### config.mk
export PLATFORM = sky130hd
export DESIGN_NAME = gray_contrast_stretch_core
export DESIGN_NICKNAME = d
export VERILOG_FILES = /design/src/hw/rtl/gcs_pkg.sv /design/src/hw/rtl/gcs_prep.sv /design/src/hw/rtl/gcs_cell.sv /design/src/hw/rtl/gray_contrast_stretch_core.sv
export VERILOG_INCLUDE_DIRS = /design/src /design/src/hw/rtl
export SDC_FILE = /design/constraint.sdc
export NUM_CORES = 1
export LEC_CHECK = 0
export ABC_AREA = 1
export BUFFER_PORTS_ARGS = -buffer_cell sky130_fd_sc_hd__buf_4
export CORE_ASPECT_RATIO = 1.2
export CORE_MARGIN = 2
export CORE_UTILIZATION = 30
export CTS_CLUSTER_DIAMETER = 60
export CTS_CLUSTER_SIZE = 10
export DETAILED_ROUTE_END_ITERATION = 6
export PLACE_DENSITY = 0.4
export SLEW_MARGIN = 0
export SYNTH_ARGS = -nofsm -noshare
export SYNTH_HDL_FRONTEND = slang
export SYNTH_SLANG_ARGS = --single-unit
### constraint.sdc
create_clock -name clk -period 18.4 [get_ports clk]
set_clock_uncertainty 0.1 [all_clocks]
set_input_delay 1.84 -clock clk [delete_from_list [all_inputs] [get_ports clk]]
set_output_delay 1.84 -clock clk [all_outputs]
set_load 0.01 [all_outputs]
### src/hw/rtl/gray_contrast_stretch_core_assert.svh
// ----------------------------------------------------------------------------
// Assertion macros for the contrast stretch core
// Clocked on clk, disabled while rst_n is low.
// ----------------------------------------------------------------------------
`ifndef GRAY_CONTRAST_STRETCH_CORE_ASSERT_SVH
`define GRAY_CONTRAST_STRETCH_CORE_ASSERT_SVH

// Consequent checked in the same cycle as the antecedent.
`define GCS_ASSERT_SAME(lbl, ante, cons, msg) \
  lbl: assert property (@(posedge clk) disable iff (!rst_n) (ante) |-> (cons)) \
    else $error(msg);

// Consequent checked in the cycle after the antecedent.
`define GCS_ASSERT_NEXT(lbl, ante, cons, msg) \
  lbl: assert property (@(posedge clk) disable iff (!rst_n) (ante) |=> (cons)) \
    else $error(msg);

`endif

### src/hw/rtl/gcs_pkg.sv
// ----------------------------------------------------------------------------
// gcs_pkg
// Widths, mode codes and the divider cell payload for the contrast stretch core.
// ----------------------------------------------------------------------------
package gcs_pkg;

  localparam int unsigned PIX_W = 8;
  localparam int unsigned QUO_W = 8;
  // 510*(p-min)+d stays below 2^17
  localparam int unsigned NUM_W = 17;
  // 2*d
  localparam int unsigned DEN_W = PIX_W + 1;

  localparam logic [PIX_W-1:0] FULL_SCALE = 8'd255;
  localparam logic [PIX_W-1:0] LOW_RESET  = 8'd255;
  localparam logic [PIX_W-1:0] HIGH_RESET = 8'd0;
  localparam logic [NUM_W-1:0] TWO_FULL   = 17'd510;

  localparam logic MODE_GATHER = 1'b0;
  localparam logic MODE_APPLY  = 1'b1;

  typedef struct packed {
    logic             valid;
    logic             force_en;    // result fixed, quotient ignored
    logic             force_full;  // fixed result is full scale, else zero
    logic [NUM_W-1:0] rem;
    logic [DEN_W-1:0] den;
    logic [QUO_W-1:0] quo;
  } gcs_div_t;

endpackage

### src/hw/rtl/gcs_prep.sv
// ----------------------------------------------------------------------------
// gcs_prep
// Holds running min/max, folds gather beats into it and turns apply beats
// into a numerator/denominator pair for the divider chain.
// ----------------------------------------------------------------------------
`include "gray_contrast_stretch_core_assert.svh"

module gcs_prep (
  input  logic                    clk,
  input  logic                    rst_n,
  input  logic                    advance,
  input  logic                    accept,
  input  logic [gcs_pkg::PIX_W-1:0] pixel,
  input  logic                    mode,
  input  logic                    first,
  output gcs_pkg::gcs_div_t       div_out
);
  import gcs_pkg::*;

  logic [PIX_W-1:0] low_r, low_nxt;
  logic [PIX_W-1:0] high_r, high_nxt;
  gcs_div_t         div_r, div_nxt;
  logic [PIX_W-1:0] diff;
  logic [PIX_W-1:0] span;
  logic             gather_beat;
  logic             flat_out;

  assign gather_beat = accept && (mode == MODE_GATHER);

  always_comb begin
    low_nxt  = low_r;
    high_nxt = high_r;
    if (gather_beat) begin
      if (first) begin
        low_nxt  = pixel;
        high_nxt = pixel;
      end else begin
        if (pixel < low_r) low_nxt = pixel;
        if (pixel > high_r) high_nxt = pixel;
      end
    end
  end

  assign diff = pixel - low_r;
  assign span = high_r - low_r;

  always_comb begin
    div_nxt.valid      = accept && (mode == MODE_APPLY);
    div_nxt.force_en   = 1'b0;
    div_nxt.force_full = 1'b0;
    div_nxt.rem        = NUM_W'(diff) * TWO_FULL + NUM_W'(span);
    div_nxt.den        = {span, 1'b0};
    div_nxt.quo        = '0;
    // empty or flat range, and pixels at or below min, give zero
    priority if (high_r <= low_r) begin
      div_nxt.force_en = 1'b1;
    end else if (pixel <= low_r) begin
      div_nxt.force_en = 1'b1;
    end else if (pixel >= high_r) begin
      div_nxt.force_en   = 1'b1;
      div_nxt.force_full = 1'b1;
    end else begin
      // in range: quotient comes from the divider chain
      div_nxt.force_en = 1'b0;
    end
  end

  always_ff @(posedge clk) begin
    if (!rst_n) begin
      low_r  <= LOW_RESET;
      high_r <= HIGH_RESET;
    end else begin
      low_r  <= low_nxt;
      high_r <= high_nxt;
    end
  end

  always_ff @(posedge clk) begin
    if (!rst_n) begin
      div_r.valid <= 1'b0;
    end else if (advance) begin
      div_r <= div_nxt;
    end
  end

  assign div_out  = div_r;
  assign flat_out = div_r.valid && (div_r.den == '0);

  `GCS_ASSERT_NEXT(a_range_order, gather_beat, low_r <= high_r, "min above max after gather")
  `GCS_ASSERT_NEXT(a_first_low, gather_beat && first, low_r == $past(pixel), "min not restarted")
  `GCS_ASSERT_NEXT(a_first_high, gather_beat && first, high_r == $past(pixel), "max not restarted")
  `GCS_ASSERT_SAME(a_flat_forced, flat_out, div_r.force_en && !div_r.force_full, "flat not zero")

endmodule

### src/hw/rtl/gcs_cell.sv
// ----------------------------------------------------------------------------
// gcs_cell
// One restoring-division cell: resolves quotient bit BIT and passes the
// partial remainder on to the next cell.
// ----------------------------------------------------------------------------
module gcs_cell #(
  parameter int unsigned BIT = 0
) (
  input  logic              clk,
  input  logic              rst_n,
  input  logic              advance,
  input  gcs_pkg::gcs_div_t div_in,
  output gcs_pkg::gcs_div_t div_out
);
  import gcs_pkg::*;

  gcs_div_t         div_r, div_nxt;
  logic [NUM_W-1:0] trial;

  assign trial = NUM_W'(div_in.den) << BIT;

  always_comb begin
    div_nxt = div_in;
    if (div_in.rem >= trial) begin
      div_nxt.rem      = div_in.rem - trial;
      div_nxt.quo[BIT] = 1'b1;
    end
  end

  always_ff @(posedge clk) begin
    if (!rst_n) begin
      div_r.valid <= 1'b0;
    end else if (advance) begin
      div_r <= div_nxt;
    end
  end

  assign div_out = div_r;

endmodule

### src/hw/rtl/gray_contrast_stretch_core.sv
// Stages: an apply beat passes the prep stage, 8 divider cells and the
// output register; gather beats give no result.
// Throughput: one pixel per cycle; the whole chain stalls while a result
// waits in the output register, set by the 8-cell restoring divider pipeline.
// Reset: synchronous active-low; min resets to 255, max to 0, chain empties.
// ----------------------------------------------------------------------------
// gray_contrast_stretch_core
// Two-pass min/max contrast stretching of 8-bit gray pixels.
// ----------------------------------------------------------------------------
`include "gray_contrast_stretch_core_assert.svh"

module gray_contrast_stretch_core (
  input  logic                      clk,
  input  logic                      rst_n,
  input  logic                      in_valid,
  output logic                      in_ready,
  input  logic [gcs_pkg::PIX_W-1:0] in_pixel,
  input  logic                      in_mode,
  input  logic                      in_first,
  output logic                      out_valid,
  input  logic                      out_ready,
  output logic [gcs_pkg::PIX_W-1:0] out_stretched
);
  import gcs_pkg::*;

  gcs_div_t         chain [QUO_W+1];
  logic             advance;
  logic             accept;
  logic             out_valid_r;
  logic [PIX_W-1:0] out_stretched_r, out_stretched_nxt;

  assign advance  = !out_valid_r || out_ready;
  assign in_ready = advance;
  assign accept   = in_valid && in_ready;

  gcs_prep u_prep (
    .clk     (clk),
    .rst_n   (rst_n),
    .advance (advance),
    .accept  (accept),
    .pixel   (in_pixel),
    .mode    (in_mode),
    .first   (in_first),
    .div_out (chain[0])
  );

  // quotient bits resolved MSB first
  for (genvar i = 0; i < QUO_W; i++) begin : g_cell
    gcs_cell #(
      .BIT (QUO_W - 1 - i)
    ) u_cell (
      .clk     (clk),
      .rst_n   (rst_n),
      .advance (advance),
      .div_in  (chain[i]),
      .div_out (chain[i+1])
    );
  end

  always_comb begin
    unique case ({chain[QUO_W].force_en, chain[QUO_W].force_full})
      2'b10:   out_stretched_nxt = '0;
      2'b11:   out_stretched_nxt = FULL_SCALE;
      default: out_stretched_nxt = chain[QUO_W].quo;
    endcase
  end

  always_ff @(posedge clk) begin
    if (!rst_n) begin
      out_valid_r <= 1'b0;
    end else if (advance) begin
      out_valid_r <= chain[QUO_W].valid;
    end
  end

  always_ff @(posedge clk) begin
    if (advance) begin
      out_stretched_r <= out_stretched_nxt;
    end
  end

  assign out_valid     = out_valid_r;
  assign out_stretched = out_stretched_r;

  `GCS_ASSERT_SAME(a_rem_bound, chain[QUO_W].valid && !chain[QUO_W].force_en, chain[QUO_W].rem < NUM_W'(chain[QUO_W].den), "divider remainder not below divisor")
  `GCS_ASSERT_NEXT(a_out_follows, advance, out_valid_r == $past(chain[QUO_W].valid), "output valid lost chain item")
  `GCS_ASSERT_NEXT(a_stall_keeps, chain[0].valid && !advance, chain[0].valid, "stalled prep item dropped")

endmodule

Yosys cells after proc, flatten, opt, wreduce, memory -nomap -nowiden. Index checks and enable logic that the tools add are counted.

Output and inout bits: 10. Flip-flop bits (word level): 288. Logic and storage cells: 113. Input port bits: 14.

Multiplexer cells: 13. Equality and inequality tests: 2. Multiply operators: 1. $lt $le $gt $ge: 13. Reduce and logical (&&, ||, !) cells: 11. Bitwise gates (word level): 1. $add $sub $neg: 10.

Operators by type and width (number): $mux W17 (7); $mux W8 (4); $add A17 B8 Y17 (1); $ge A17 B10 Y1 (1); $ge A17 B11 Y1 (1); $ge A17 B12 Y1 (1); $ge A17 B13 Y1 (1); $ge A17 B14 Y1 (1); $ge A17 B15 Y1 (1); $ge A17 B16 Y1 (1); $ge A17 B9 Y1 (1); $sub A17 B10 Y17 (1); $sub A17 B11 Y17 (1); $sub A17 B12 Y17 (1); $sub A17 B13 Y17 (1); $sub A17 B14 Y17 (1); $sub A17 B15 Y17 (1); $sub A17 B16 Y17 (1); $le A8 B8 Y1 (2); $mul A8 B8 Y16 const B (1); $pmux W8 S2 (1); $sub A8 B8 Y8 (2); $ge A8 B8 Y1 (1); $gt A8 B8 Y1 (1); 10 further kinds (16).

Longest topological paths before layout. Gate-level depths: netlist (run 1).

Word-level depth: 5. Depth in mapped cells: 31. Gate-level depth less buffers: 31.

Hierarchy. A second synthesis (run 1) with hierarchy kept.

Cell total of the unflattened synthesis: 2584. Area, all modules: 21998.6 um2.

By module, submodules not included: gcs_prep (times used 1, seq. area each 1121.1 um2, area each 4848.4 um2, cells an instance 642); gcs_cell at g_cell[5].u_cell (times used 1, seq. area each 1101.1 um2, area each 2209.6 um2, cells an instance 255); gcs_cell at g_cell[6].u_cell (times used 1, seq. area each 1101.1 um2, area each 2202.1 um2, cells an instance 262); gcs_cell at g_cell[7].u_cell (times used 1, seq. area each 1101.1 um2, area each 2123.3 um2, cells an instance 251); gcs_cell at g_cell[3].u_cell (times used 1, seq. area each 1101.1 um2, area each 2114.5 um2, cells an instance 243); gcs_cell at g_cell[2].u_cell (times used 1, seq. area each 1101.1 um2, area each 2088.3 um2, cells an instance 225); gcs_cell at g_cell[1].u_cell (times used 1, seq. area each 1101.1 um2, area each 2080.7 um2, cells an instance 231); gcs_cell at g_cell[4].u_cell (times used 1, seq. area each 1101.1 um2, area each 2018.2 um2, cells an instance 227); gcs_cell at g_cell[0].u_cell (times used 1, seq. area each 1101.1 um2, area each 1949.4 um2, cells an instance 216); gray_contrast_stretch_core (times used 1, seq. area each 260.2 um2, area each 364.1 um2, cells an instance 32).

Worst setup path after synthesis (run 1). Ideal clock, no wire load.

Kind: input to register. Start: input rst_n. End: register g_cell[0].u_cell.div_r (netlist bit g_cell[0].u_cell.div_out[10]) (enable). Buffers on the path: 1. Arrival: 12351 ps. Setup time: 858 ps. Stages: 3. Setup slack: 5091 ps. Required time: 17442 ps. Cell sequence: buf_1 > inv_1 > nor2_1.

Word-level cells in the longest chain between the ends: 1.

RTL lines: start, declared (line gray_contrast_stretch_core.sv:14) `input logic rst_n,`; $reduce_and A2 Y1 (no line); end signal, assigned (line gcs_cell.sv:34) `div_r <= div_nxt;`; end, declared (line gcs_cell.sv:17) `gcs_div_t div_r, div_nxt;`.

Every way passes these cells. A chain may end at the register's enable or synchronous reset.

==> impl_metrics.yaml, run 1 <==
synthesis:
  ys_seq_area_share_pct: 50.03
  syn-mean-instance-area_sq_um: 9.694
  synth_cell_types: 47
  ys.warnings.count: 0
  netlist_instances: 1680
  syn_area_sq_um: 16290
  ys_ff_latch: 280
  synth.net_count: 1859
setup_path:
  crit_slowest_cell: "sky130_fd_sc_hd__fa_1"
  crit_type: "in -> reg"
  reg2regPathDepth: 28
  critPathArrivalTime_ps: 7160
  critical-path-max-stage-delay_ps: 560
  critical_path_depth_in_cells: 28
  regToRegStartpoint: "u_prep.low_r[2]$_SDFFE_PN1P_"
  critical_path.top_delay_family: "adder cells"
  critical_path_peak_fanout: 5
  r2r_end: "u_prep.div_out[32]$_DFFE_PP_"
  critPathRequiredTime_ps: 18610
  worst-path-buf-inv: 7
  critical-path-top-cell-by-count: "sky130_fd_sc_hd__nand2_1"
  critical_path_endpoint_category: "flip-flop"
  nature_of_the_critical_path_startpoint: "primary input"
  r2r_slack_ps: 12500
drt:
  drt-vias-per-instance: 4.458
  detailedRoute.firstPassIterationCount: 4
  drt_first_iter_violations: 523
  detail-route-antenna-nets: 0
  wl_per_cell_microns: 14.28
  wirelength_mm: 35.27
  vias: 11008
  drt_drc_violations_left: 0
layout:
  antenna_cells: 0
  num-nets-final: 1913
  mostFrequentLayoutCell: "sky130_fd_sc_hd__nand2_1"
  final-instance-count-excl-fill: 2469
  leading_cell_types_in_the_layout_fill_and_taps_excluded: "sky130_fd_sc_hd__nand2_1 (333), sky130_fd_sc_hd__inv_1 (292), sky130_fd_sc_hd__edfxtp_1 (254), sky130_fd_sc_hd__ha_1 (135), sky130_fd_sc_hd__nor2_1 (106)"
  synthToLayoutAreaGrowth_pct: 13.39
  filler_cell_count: 5459
  postLayoutCoreUtil_pct: 34.42
  fraction_of_layout_cells_with_a_size_suffix_above_1_pct: 6.261
sta:
  grt_setup_unrepaired: "no"
  setup_viol: 0
  relSlewSlack_pct: 28.25
  clock.fmax_mhz: 143.7
  final_period_minus_worst_setup_slack_ps: 6958
  final-max-slew-violation-count: 0
  finalCritPeriodShare_pct: 37.82
  sum_of_negative_setup_slack_ps: 0
  final_hold_viol_count: 0
  tightest_slew_ps: 1076
die:
  die_width_microns: 216.7
  fp_rows: 93
  floorplan.die_area_sq_um: 56170
  start_util_pct: 30.36
  core_region_area_sq_um: 53640
  ioPinCount: 24
  die_height_microns: 259.2
worst_hold_path:
  hp-start: "g_cell[5].u_cell.div_out[7]$_DFFE_PP_"
  min-delay-path-class: "reg -> reg"
  holdPathStages: 0
  whs_endpoint: "g_cell[6].u_cell.div_out[7]$_DFFE_PP_"
clock_network:
  post_cts_resize_count: 0
  clockBufferDepth: 3
  numCtsBuffers: 39
  clock_tree_from_tritoncts: "built"
  cts_hold_repair.buffers: 0
  post-cts-setup-buffers: 0
  clock_sinks: 280
  clk_latency_ps: 560
  cts_htree_levels: 2
  clock-root-buffer: "sky130_fd_sc_hd__clkbuf_16"
  clkSlewWorstSetupHoldPaths_ps: 60
run_status:
  run_status: "complete, no violations"
global_routing:
  track_usage_pct: 13.00
  grt_overflow: 0
  grt_max_degree: 86
  antenna_found_initial: 0
  first_global_vias: 11644
  grt_first_pass_wirelength_mm: 58.25
place:
  place.port_buffers: 23
  dpl.hpwl_mm: 27.37
  placed_cells: 2405
  routabilityCongestion: 0.8210
job:
  max_cap_violations: 0
metal layers:
| metal | global-route usage, % | up-vias | share of wire [%] |
|---|---|---|---|
| li1 | - | 5760 | - |
| met1 | 14.34 | 5046 | 41 |
| met2 | 24.19 | 130 | 52 |
| met3 | 2.484 | 72 | 3.2 |
| met4 | 5.651 | 0 | 3.9 |
| met5 | 0 | - | 0 |
area by class of cell:
type                       count  area [sq um]  area share, %
sequential                   280          8148          44.12
multi-input combinational   1091          6957          37.67
tap                          712         890.9          4.824
clock buffer                  47          1006          5.447
timing repair buffer          27         202.7          1.098
inverter                     295          1107          5.996
clock inverter                17         155.1         0.8402
how the worst max path moves through the flow:
stage / to / slack (ps) / from
after global routing: u_prep.div_out[31]$_DFFE_PP_ / 11040 / in_pixel[0]
final: u_prep.div_out[32]$_DFFE_PP_ / 11440 / in_pixel[2]
after CTS: u_prep.div_out[32]$_DFFE_PP_ / 11450 / in_pixel[2]
after detailed placement: u_prep.div_out[30]$_DFFE_PP_ / 10880 / in_pixel[2]
after global placement: u_prep.div_out[30]$_DFFE_PP_ / 10990 / in_pixel[2]
after floorplan: g_cell[0].u_cell.div_out[10]$_DFFE_PP_ / 5090 / rst_n
state kept, by name, summed over array words and instances (netlist names):
name / cells
g_cell.u_cell.div_out: 228
u_prep.div_out: 27
out_stretched: 8
u_prep.high_r: 8
u_prep.low_r: 8
out_valid: 1
logic make-up (layout without fill, tap and decap cells):
family	Yosys count	after routing	share of synthesized area, %
and+or+nand+nor	601	601	15.80
adders and majority gates	165	165	14.06
DFF	280	280	50.03
xor gates and xnor gates	82	82	4.502
AOI/OAI and AO/OA	243	243	8.313
buffers and inverters	309	386	7.299
per-stage QoR:
stage               hold slack, ps  cell area [sq um]  setup slack (ps)
floorplan                    300.3              16290              5091
global placement             301.9              17310             10990
detailed placement           304.5              17310             10880
CTS                          312.1              18470             11450
global route                 318.4              18470             11040
finish                       311.2              18470             11440
cell usage after synthesis (all sizes together):
master   count  share of area, %
a211oi       3              0.14
a21boi       3              0.14
a21o        12              0.55
a21oi       88               2.7
a31o         1             0.054
a31oi        6              0.23
a41oi        1             0.054
and3         1             0.038
buf         10              0.41
clkbuf       4             0.092
dfxtp       26               3.2
edfxtp     254                47
fa          30               3.7
ha         135                10
inv        295               6.8
nand2      335               7.8
nand3       73               2.3
nand3b       6              0.28
nand4       29               1.1
nor2       109               2.5
nor3        20              0.68
nor4        12              0.46
o2111ai      2              0.11
o211ai      13              0.60
o21a         2             0.092
o21ai      102               3.2
o21bai       6              0.28
o221ai       1             0.054
o311ai       2              0.11
o31ai        1             0.046
or2         16              0.63
xnor2       32               1.7
xor2        50               2.8
Power of run 1 is not shown: default switching activity piles up to over one toggle a cycle in this logic, so the estimate is an artifact.
==> inputs of run 2 (changes only) <==
- ABC_AREA: 1 -> 0
- PLACE_DENSITY: 0.4 -> 0.42
- clock period: 18.4 -> 5.8 ns (I/O delays scaled with it)
==> run 2 against run 1 <==
- synthesized area down 2.8%
- critical path depth down 5
- core utilization up 1.6 points
- largest cell class unchanged
- via count down 8.5%
- routed wire length down 8.2%
- register-to-register slack worse by 12000 ps
==> impl_metrics.yaml, run 2 <==
place:
  dpl.hpwl_mm: 24.55
  routabilityCongestion: 0.8516
  place.port_buffers: 23
setup_path:
  crit_type: "reg -> reg"
  critPathArrivalTime_ps: 5830
  path_cells: "inv_2 > ha_1 > nor2b_1 > o21a_1 > o21a_1 > buf_4 > nor2_4 > fa_1 > ha_1 > xor2_2 > fa_1 > inv_1 > fa_1 > inv_1 > ha_1 > buf_4 > or3b_1 > o221ai_2 > or3_4 > and3_4 > nand3_4 > nor3b_2 > xnor2_1"
  regToRegStartpoint: "u_prep.low_r[1]$_SDFFE_PN1P_"
  critical_path_endpoint_category: "flip-flop"
  critical_path.top_delay_family: "adder cells"
  critical-path-max-stage-delay_ps: 540
  crit_slowest_cell: "sky130_fd_sc_hd__fa_1"
  nature_of_the_critical_path_startpoint: "flip-flop"
  crit_start: "u_prep.low_r[1]$_SDFFE_PN1P_"
  critPathRequiredTime_ps: 5980
  critical_path_peak_fanout: 4
  worst-path-buf-inv: 5
layout:
  multiInputGateArea_sq_um: 7177
  flip_flop_count_of_the_largest_register_all_copies_and_words_added: 228
  seqCellArea_sq_um: 8150
  filler_cell_count: 5182
  mostFrequentLayoutCell: "sky130_fd_sc_hd__edfxtp_1"
  antenna_cells: 0
  num-nets-final: 1669
  fraction_of_layout_cells_with_a_size_suffix_above_1_pct: 16.45
  synthToLayoutAreaGrowth_pct: 19.16
  leading_cell_types_in_the_layout_fill_and_taps_excluded: "sky130_fd_sc_hd__edfxtp_1 (254), sky130_fd_sc_hd__inv_1 (176), sky130_fd_sc_hd__ha_1 (131), sky130_fd_sc_hd__buf_4 (109), sky130_fd_sc_hd__nand2_1 (83)"
synthesis:
  ys.warnings.count: 0
  ys_ff_latch: 280
  yosys.area.top_type: "sky130_fd_sc_hd__edfxtp_1"
  synth_commonest_cells: "sky130_fd_sc_hd__edfxtp_1 (254), sky130_fd_sc_hd__inv_1 (182), sky130_fd_sc_hd__ha_1 (135), sky130_fd_sc_hd__nand2_1 (83), sky130_fd_sc_hd__nor2_1 (70)"
  post_synth_main_area_contributors: "sky130_fd_sc_hd__edfxtp_1 (48%), sky130_fd_sc_hd__ha_1 (11%), sky130_fd_sc_hd__inv_1 (4.3%)"
  ys_seq_area_share_pct: 51.46
  synth_cell_types: 74
  synth_top_area_share_pct: 48.17
  syn-mean-instance-area_sq_um: 11.73
  synth-edff-count: 254
  ys_dominant_reg_cell: "sky130_fd_sc_hd__edfxtp_1"
  synth.net_count: 1529
  synth-async-reset-ratio_pct: 0
  syn_area_sq_um: 15830
  synth_most_common_cell: "sky130_fd_sc_hd__edfxtp_1"
  netlist_instances: 1350
global_routing:
  grt_overflow: 0
  grt_first_pass_wirelength_mm: 52.31
  grt_max_degree: 101
  antenna_found_initial: 0
  track_usage_pct: 12.13
  first_global_vias: 10499
clock_network:
  clock_tree_from_tritoncts: "built"
  cts_hold_repair.buffers: 0
  clk_latency_ps: 550
  clock-root-buffer: "sky130_fd_sc_hd__clkbuf_16"
  cts_htree_levels: 2
  numCtsBuffers: 36
  clock_sinks: 280
  clockBufferDepth: 3
  clkSlewWorstSetupHoldPaths_ps: 50
drt:
  wl_per_cell_microns: 14.59
  detailedRoute.firstPassIterationCount: 4
  wirelength_mm: 32.37
  drt_drc_violations_left: 0
  detail-route-antenna-nets: 0
  vias: 10068
  drt_first_iter_violations: 481
  drt-vias-per-instance: 4.537
worst_hold_path:
  min-delay-path-class: "in -> reg"
  hp-start: "in_pixel[5]"
sta:
  grt_setup_unrepaired: "yes"
  final_period_minus_worst_setup_slack_ps: 5647
  tightest_slew_ps: 1123
  sum_of_negative_setup_slack_ps: 0
  final_hold_viol_count: 0
  setup_viol: 0
  finalCritPeriodShare_pct: 97.36
  relSlewSlack_pct: 25.15
  clock.fmax_mhz: 177.1
  final-max-slew-violation-count: 0
run_status:
  run_status: "complete, no violations"
job:
  max_cap_violations: 0
die:
  die_height_microns: 255.7
  core_region_area_sq_um: 52380
  die_width_microns: 213.7
  start_util_pct: 30.23
  fp_rows: 92
  floorplan.die_area_sq_um: 54640
  ioPinCount: 24
[run 2: changes by cell type after synthesis, moves of 18 or more]
cell                       previous run  this run
sky130_fd_sc_hd__o21ai_0             96        47
sky130_fd_sc_hd__nand3_1             72        17
sky130_fd_sc_hd__nand2_1            333        83
sky130_fd_sc_hd__nor2_1             107        70
sky130_fd_sc_hd__inv_1              292       182
sky130_fd_sc_hd__a21oi_1             88        63
sky130_fd_sc_hd__mux2i_1              0        23
sky130_fd_sc_hd__a21boi_0             1        25
sky130_fd_sc_hd__xnor2_1             32        55
sky130_fd_sc_hd__a21o_1              12        30
sky130_fd_sc_hd__nor2b_1              0        24
[run 2: layout make-up]
cell class | instances | share of cell area, %
clock buffer | 53 | 5.113
clock inverter | 9 | 0.4510
sequential | 280 | 43.20
inverter | 184 | 3.727
tap | 705 | 4.676
timing repair buffer | 115 | 4.788
multi-input combinational | 873 | 38.04
[run 2: layer usage]
metal	GRT usage (%)	part of all wire (%)	vias up
met5	0	0	-
met4	6.076	4.0	0
met3	1.791	2.3	71
met2	23.48	55	110
met1	12.38	39	4771
li1	-	-	5116
[run 2: final timing paths]
check | cells past startpoint | endpoint | slack, ps
setup / recovery | 23 | u_prep.div_out[32]$_DFFE_PP_ | 150
hold reg to reg | 0 | g_cell[6].u_cell.div_out[6]$_DFFE_PP_ | 310
setup reg to reg | 23 | u_prep.div_out[32]$_DFFE_PP_ | 150
hold / removal | 3 | u_prep.low_r[5]$_SDFFE_PN1P_ | 210
[run 2: worst register-to-register path, cell delays in order, from the launching register on]
cell,delay [ps]
sky130_fd_sc_hd__dfxtp_2,330
sky130_fd_sc_hd__inv_2,50
sky130_fd_sc_hd__ha_1,280
sky130_fd_sc_hd__nor2b_1,130
sky130_fd_sc_hd__o21a_1,190
sky130_fd_sc_hd__o21a_1,220
sky130_fd_sc_hd__buf_4,160
sky130_fd_sc_hd__nor2_4,140
sky130_fd_sc_hd__fa_1,470
sky130_fd_sc_hd__ha_1,360
sky130_fd_sc_hd__xor2_2,170
sky130_fd_sc_hd__fa_1,530
sky130_fd_sc_hd__inv_1,60
sky130_fd_sc_hd__fa_1,540
sky130_fd_sc_hd__inv_1,40
sky130_fd_sc_hd__ha_1,300
sky130_fd_sc_hd__buf_4,160
sky130_fd_sc_hd__or3b_1,380
sky130_fd_sc_hd__o221ai_2,70
sky130_fd_sc_hd__or3_4,150
sky130_fd_sc_hd__and3_4,200
sky130_fd_sc_hd__nand3_4,90
sky130_fd_sc_hd__nor3b_2,190
sky130_fd_sc_hd__xnor2_1,90
[run 2: stage by stage]
step / setup slack [ps] / cell area, sq um / util, % / std cells / hold WS (ps)
6_report: 153.3 / 18870 / 36.02 / 2219 / 213.1
5_1_grt: -75.24 / 18870 / 36.02 / 2219 / 196.7
4_1_cts: 21.57 / 18600 / 35.52 / 2206 / 184.5
3_5_place_dp: -307.5 / 17530 / 33.48 / 2143 / 304.5
3_3_place_gp: -247.4 / 17530 / 33.48 / 2143 / 301.2
2_1_floorplan: -25.02 / 15940 / - / 1350 / 300.3
[run 2: cell families after synthesis]
family / share of synthesized area [%]
and+or+nand+nor: 9.736
DFF: 51.46
AOI/OAI and AO/OA: 10.94
buffers and inverters: 4.844
adders and majority gates: 14.60
xor gates and xnor gates: 5.073
muxes: 3.351
[run 2: timing repair]
action,in CTS,in global routing
setup buffers,1,13
setup endpoints to repair,1,6
pin swaps,0,29
resized for setup,3,31
Power of run 2 is left out for the same reason.
